### config.mk
export PLATFORM = sky130hd
export DESIGN_NAME = rmpu_front
export DESIGN_NICKNAME = d
export VERILOG_FILES = /design/src/hdl/rmpu_pkg.sv /design/src/hdl/rmpu_front.sv
export VERILOG_INCLUDE_DIRS = /design/src /design/src/hdl
export SDC_FILE = /design/constraint.sdc
export NUM_CORES = 1
export LEC_CHECK = 0
export ABC_AREA = 1
export BUFFER_PORTS_ARGS = -buffer_cell sky130_fd_sc_hd__buf_4
export CAP_MARGIN = 20
export CORE_MARGIN = 2
export CORE_UTILIZATION = 30
export DETAILED_ROUTE_END_ITERATION = 12
export GPL_TIMING_DRIVEN = 1
export PLACE_DENSITY = 0.5
export SETUP_SLACK_MARGIN = 0.3
export SLEW_MARGIN = 10
export SYNTH_ARGS = -nofsm -noshare
export SYNTH_HDL_FRONTEND = slang
export SYNTH_SLANG_ARGS = --single-unit
### constraint.sdc
create_clock -name i_clk -period 5.5 [get_ports i_clk]
set_input_delay 1.65 -clock i_clk [delete_from_list [all_inputs] [get_ports i_clk]]
set_output_delay 1.65 -clock i_clk [all_outputs]
set_load 0.02 [all_outputs]
### src/hdl/range_max_point_update_defines.svh
// ----------------------------------------------------------------------------
// range_max_point_update_defines
// assertion macros shared by the range maximum store
// ----------------------------------------------------------------------------
// each check is sampled on i_clk and held off while i_rst_n is low
`ifndef RANGE_MAX_POINT_UPDATE_DEFINES_SVH
`define RANGE_MAX_POINT_UPDATE_DEFINES_SVH

`ifndef NO_ASSERTIONS
`define RMPU_ASSERT(name, prop, msg) \
    name: assert property (@(posedge i_clk) disable iff (!i_rst_n) prop) else $error(msg);
`define RMPU_ASSERT_NEXT(name, cond, prop, msg) \
    name: assert property (@(posedge i_clk) disable iff (!i_rst_n) cond |=> prop) \
        else $error(msg);
`else
`define RMPU_ASSERT(name, prop, msg)
`define RMPU_ASSERT_NEXT(name, cond, prop, msg)
`endif

`endif

### src/hdl/rmpu_pkg.sv
// ----------------------------------------------------------------------------
// rmpu_pkg
// shared constants, request type and node address map of the max tree
// ----------------------------------------------------------------------------
package rmpu_pkg;

    localparam int LEAF_COUNT  = 1024;
    localparam int FANOUT      = 4;
    localparam int LEVEL_COUNT = 6;
    localparam int NODE_COUNT  = 1365;
    localparam int ADDR_W      = 11;
    localparam int IDX_W       = 11;
    localparam int LVL_W       = 3;
    localparam int DATA_W      = 32;
    localparam int QUEUE_DEPTH = 2;

    localparam logic [DATA_W-1:0] MOST_NEG = 32'h8000_0000;

    typedef enum logic [1:0] {
        KIND_QUERY,
        KIND_EMPTY,
        KIND_WRITE
    } t_kind;

    typedef struct packed {
        t_kind              kind;
        logic [IDX_W-1:0]   lo;
        logic [IDX_W-1:0]   hi;
        logic [DATA_W-1:0]  value;
    } t_req;

    // first address of each tree level, leaves at the bottom
    function automatic logic [ADDR_W-1:0] level_base(input logic [LVL_W-1:0] lv);
        logic [ADDR_W-1:0] base;
        case (lv)
            3'd0:    base = 11'd0;
            3'd1:    base = 11'd1024;
            3'd2:    base = 11'd1280;
            3'd3:    base = 11'd1344;
            3'd4:    base = 11'd1360;
            3'd5:    base = 11'd1364;
            default: base = 11'd0;
        endcase
        return base;
    endfunction

endpackage

### src/hdl/rmpu_front.sv
// ----------------------------------------------------------------------------
// rmpu_front
// takes requests, sorts them into write, query and empty query, queues them
// ----------------------------------------------------------------------------
`include "range_max_point_update_defines.svh"

module rmpu_front (
    input  logic                         i_clk,
    input  logic                         i_rst_n,
    input  logic                         i_start,
    output logic                         o_busy,
    input  logic                         i_op,
    input  logic [9:0]                   i_first_index,
    input  logic [10:0]                  i_end_index,
    input  logic [rmpu_pkg::DATA_W-1:0]  i_new_value,
    output logic                         o_req_valid,
    output rmpu_pkg::t_req               o_req,
    input  logic                         i_pop
);
    import rmpu_pkg::*;

    t_req             r_slot [QUEUE_DEPTH];
    logic             r_wr_ptr, n_wr_ptr;
    logic             r_rd_ptr, n_rd_ptr;
    logic [1:0]       r_count, n_count;
    t_req             req;
    logic             keep;
    logic             push;
    logic [IDX_W-1:0] first;
    logic [IDX_W-1:0] hi;

    assign first = {1'b0, i_first_index};
    assign hi    = (i_end_index > IDX_W'(LEAF_COUNT)) ? IDX_W'(LEAF_COUNT) : i_end_index;

    always_comb begin
        req.lo    = first;
        req.hi    = hi;
        req.value = i_new_value;
        keep      = 1'b1;
        if (i_op) begin
            req.kind = KIND_WRITE;
            keep     = (first < IDX_W'(LEAF_COUNT));
        end else if (first >= hi) begin
            req.kind = KIND_EMPTY;
        end else begin
            req.kind = KIND_QUERY;
        end
    end

    assign o_busy      = (r_count == 2'(QUEUE_DEPTH));
    assign push        = i_start && !o_busy && keep;
    assign o_req_valid = (r_count != 2'd0);
    assign o_req       = r_slot[r_rd_ptr];

    always_comb begin
        n_wr_ptr = push  ? ~r_wr_ptr : r_wr_ptr;
        n_rd_ptr = i_pop ? ~r_rd_ptr : r_rd_ptr;
        n_count  = r_count + 2'(push) - 2'(i_pop);
    end

    always_ff @(posedge i_clk) begin
        if (!i_rst_n) begin
            r_wr_ptr <= 1'b0;
            r_rd_ptr <= 1'b0;
            r_count  <= 2'd0;
        end else begin
            r_wr_ptr <= n_wr_ptr;
            r_rd_ptr <= n_rd_ptr;
            r_count  <= n_count;
        end
        if (push) begin
            r_slot[r_wr_ptr] <= req;
        end
    end

    `RMPU_ASSERT(a_count_bound, r_count <= 2'(QUEUE_DEPTH), "queue count overflow")
    `RMPU_ASSERT(a_pop_nonempty, i_pop |-> (r_count != 2'd0), "pop from empty queue")

endmodule

### Yosys cells after proc, flatten, opt, wreduce, memory -nomap -nowiden

Memory sizes are Yosys's and may differ from the RTL's. A register that Yosys moved wholly into a read port is not among the register bits.
Index checks and enable logic that the tools add are counted.

* add/sub/neg operators: 2
* $lt $le $gt $ge: 3
* eq/ne operators: 1
* muxes and demuxes: 8
* bitwise logic cells: 2
* reductions and logical operators: 4

Operators with widths (number)
* $ge 10x11->1: 1
* $gt 11x11->1 const B: 1
* $lt 10x11->1 const B: 1
* $mux 11: 1
* $mux 1: 6
* $add 2x1->2: 1
* $eq 2x2->1 const B: 1
* $logic_and 1x1->1: 2
* $mux 2: 1
* $not 1->1: 2
* $reduce_bool 2->1: 1
* $sub 2x1->2: 1
* $logic_not 1->1: 1

* register bits: 4
* bits in writable memories: 110
* memories kept: 1

Memory list
* r_slot: depth 2, width 55, rd ports 1, clocked after memory_dff 1, wr ports 1, line rmpu_front.sv:22 `t_req r_slot [QUEUE_DEPTH];`

### Longest topological paths before layout

* depth in word-level cells: 6
* mapped depth: 13

### Least setup slack after synthesis

Ideal clock, no wire load.

* path type: input -> register
* from: input i_start
* to: memory r_slot[0][0] (netlist bit) (enable)
* data arrival time: 4031 ps
* required time: 5032 ps
* setup slack: 1001 ps
* cell stages on the path: 2
* buffers on the path: 0
* path through: o21ai_2 nor2_1

* word-level cells in the longest chain between the ends: 4

Ends and longest elaborated chain
* from (decl): line rmpu_front.sv:10 `input logic i_start,`
* $logic_and 1x1->1 (2 in series): line rmpu_front.sv:51 `assign push = i_start && !o_busy && keep;`
* $mux 1: line rmpu_front.sv:71 `if (push) begin`
* $mux 1 (implied by the code): line rmpu_front.sv:72 `r_slot[r_wr_ptr] <= req;`
* to (decl): line rmpu_front.sv:22

Every way passes these cells.

==> results.json <==
{
  "cp_max_fo": 37,
  "cts_setup_buffers": 0,
  "port-buffer-count": 114,
  "grt_pass1_wl_um": 14500,
  "min_path_type": "reg -> reg",
  "cp_data_required_time_ns": 3.85,
  "fmaxAchievable_mhz": 250,
  "grt_pass1_vias": 2827,
  "overflow": 0,
  "nFillCells": 1420,
  "avgRoutedWirePerCell_um": 15.1,
  "antenna_found_initial": 0,
  "cap_viol_max_count": 0,
  "power_per_cell_area_nw_per_um2": 388,
  "cts_tree": "done",
  "postSynthAreaPerCell_sq_um": 16.4,
  "fp.dieArea_sq_um": 16500,
  "cp_slowest_cell": "dfxtp_2",
  "cpLargestDelayFamily": "flip-flops",
  "final_cells": 611,
  "p_leak_uw": 0.00250,
  "drtIter0Drc": 114,
  "syn_area_sq_um": 4640,
  "path_common_cell": "buf_4",
  "clkLatencyLatePin_ns": 0.41,
  "final_hold_viol_count": 0,
  "grt_max_degree": 56,
  "gp_congestion": 0.746,
  "setup_viol": 0,
  "synth_seq_area_share_pct": 73.3,
  "ys_seq_elements": 115,
  "ys_types": 20,
  "dp_hpwl_um": 6090,
  "synthesis.nets": 354,
  "cts-root-buf": "clkbuf_16",
  "die_y_um": 128,
  "cts.path.max_buffers": 2,
  "critical_path_class": "reg -> out",
  "slew_violations": 0,
  "finalNetCount": 482,
  "vias": 2628,
  "status": "finished clean",
  "end_kind": "output port",
  "critical_path_arrival_ns": 2.36,
  "core_region_area_sq_um": 15100,
  "slew_headroom_pct": 33.8,
  "cp-start-kind": "register",
  "layout-drive-gt1-share_pct": 47.0,
  "clock_skew_ns": 0.00590,
  "path_cells": "buf_4 -> mux2_2 -> buf_4",
  "ys.warnings.count": 0,
  "start_util_pct": 30.7,
  "path_clk_slew_ns": 0.05,
  "ir_drop_mv": 0.190,
  "place_inst": 581,
  "drc": 0,
  "io_pins": 116,
  "slowest_delay_ns": 0.98,
  "period_share_pct": 72.8,
  "cts_hold_buf": 0,
  "cts_buffers": 17,
  "worst_pin_slew_ns": 0.993,
  "rows": 45,
  "viasPerCell": 4.30,
  "cts_sinks": 115,
  "setup-tns-final_ns": 0,
  "wl_um": 9250,
  "area_growth_pct": 33.6,
  "drtPass1Iterations": 4,
  "cts_htree_levels": 4,
  "rsz0062_at_grt": "false",
  "syn_inst": 284,
  "cp_num_buf_inv": 2,
  "ant_nets": 0,
  "fin_crit_ns": 4.01,
  "grt.total_usage_pct": 12.1,
  "n_antenna_cell": 0,
  "ctsResizeCount": 0,
  "fp.dieW_um": 128
}
-- layout by cell type (no fill, tap or decap) --
cell	synthesis	final
edfxtp_1	110	110
dfxtp_1	5	4
nand3b_1	1	1
bufinv_16	0	1
clkbuf_1	1	4
nor2_1	17	15
xnor2_1	1	1
o21ai_0	2	2
conb_1	1	1
or2_2	1	1
nand4_1	2	2
mux2_2	55	55
clkinv_1	0	5
dfxtp_2	0	1
clkinvlp_4	0	1
ha_1	12	12
o21ai_4	1	1
a21oi_1	5	5
nand3_1	1	1
clkinv_2	0	2
nand2_1	31	31
buf_4	2	117
o21ai_2	1	1
clkbuf_16	0	17
inv_1	30	30
nor2_4	0	2
-- cells in the mapped netlist --
cell type	instances	area, sq um
a21oi_1	5	25.0
nand2_1	31	116
buf_6	5	56.3
o21ai_4	1	16.3
dfxtp_1	5	100
edfxtp_1	110	3300
buf_4	2	15.0
nand3b_1	1	7.51
inv_1	30	113
clkbuf_1	1	3.75
nand4_1	2	12.5
or2_2	1	6.26
o21ai_0	2	10.0
nor2_1	17	63.8
o21ai_2	1	8.76
nand3_1	1	5.00
conb_1	1	3.75
xnor2_1	1	8.76
ha_1	12	150
mux2_2	55	619
-- layout make-up --
class | count | area (sq um) | share of cell area [%]
clock buffer | 21 | 440 | 7.10
sequential | 115 | 3400 | 54.9
multi-input combinational | 131 | 1070 | 17.2
timing repair buffer | 117 | 878 | 14.2
clock inverter | 9 | 66.3 | 1.07
inverter | 30 | 113 | 1.81
tap | 188 | 235 | 3.79
-- sequential cells by signal (all words and copies together), names as in the netlist, named ones only --
name	count
r_slot	110
r_rd_ptr	1
r_wr_ptr	1
r_count	2
-- cells by family after synthesis --
group | count (synthesis) | synth area share (%)
other | 1 | 0.0807
adder cells (fa/ha/maj) | 12 | 3.23
multiplexers | 55 | 13.3
AND/OR/NAND/NOR | 53 | 4.55
XOR/XNOR | 1 | 0.189
flip-flops | 115 | 73.3
AO/OA/AOI/OAI | 9 | 1.29
buffers and inverters | 38 | 4.04
-- metrics by stage --
step / setup WS [ns] / power [uW] / hold WS [ns] / utilization [%] / instance area, sq um
finish: 1.49 / 2410 / 0.512 / 41.0 / 6210
floorplan: 1.00 / 1320 / 0.459 / - / 4640
CTS: 1.38 / 2450 / 0.511 / 41.0 / 6210
global route: 1.30 / 2530 / 0.544 / 41.0 / 6210
global placement: 1.80 / 1490 / 0.476 / 37.6 / 5700
detailed placement: 1.83 / 1490 / 0.500 / 37.6 / 5700
-- path summary, 6_finish.rpt --
path                              start                       to  slack [ns]  cells after the start
setup / recovery               register                o_req[32]        1.49                      3
hold / removal    r_rd_ptr$_SDFFE_PN0P_                 register        0.51                      2
setup reg to reg  r_count[1]$_SDFF_PN0_  r_slot[1][24]$_DFFE_PP_        3.45                      4
hold reg to reg   r_rd_ptr$_SDFFE_PN0P_                 register        0.51                      2
-- tightest hold or removal path: stages (launching register included) --
cell	delay, ns
dfxtp_1	0.33
nor2_1	0.06
nor2_1	0.09
-- power breakdown --
group	switching, uW	leakage [uW]	total, uW	internal, uW
combinational	209	0.00118	376	166
clock	338	0.000244	940	602
sequential	27.9	0.00107	1090	1060
-- layer usage --
layer	GRT usage [%]	vias up	wire length (um)
li1	-	1278	-
met3	5.61	15	707
met4	5.62	0	152
met5	0	-	0
met1	14.1	1251	3880
met2	19.2	84	4510
(Power assumes the default switching activity.)
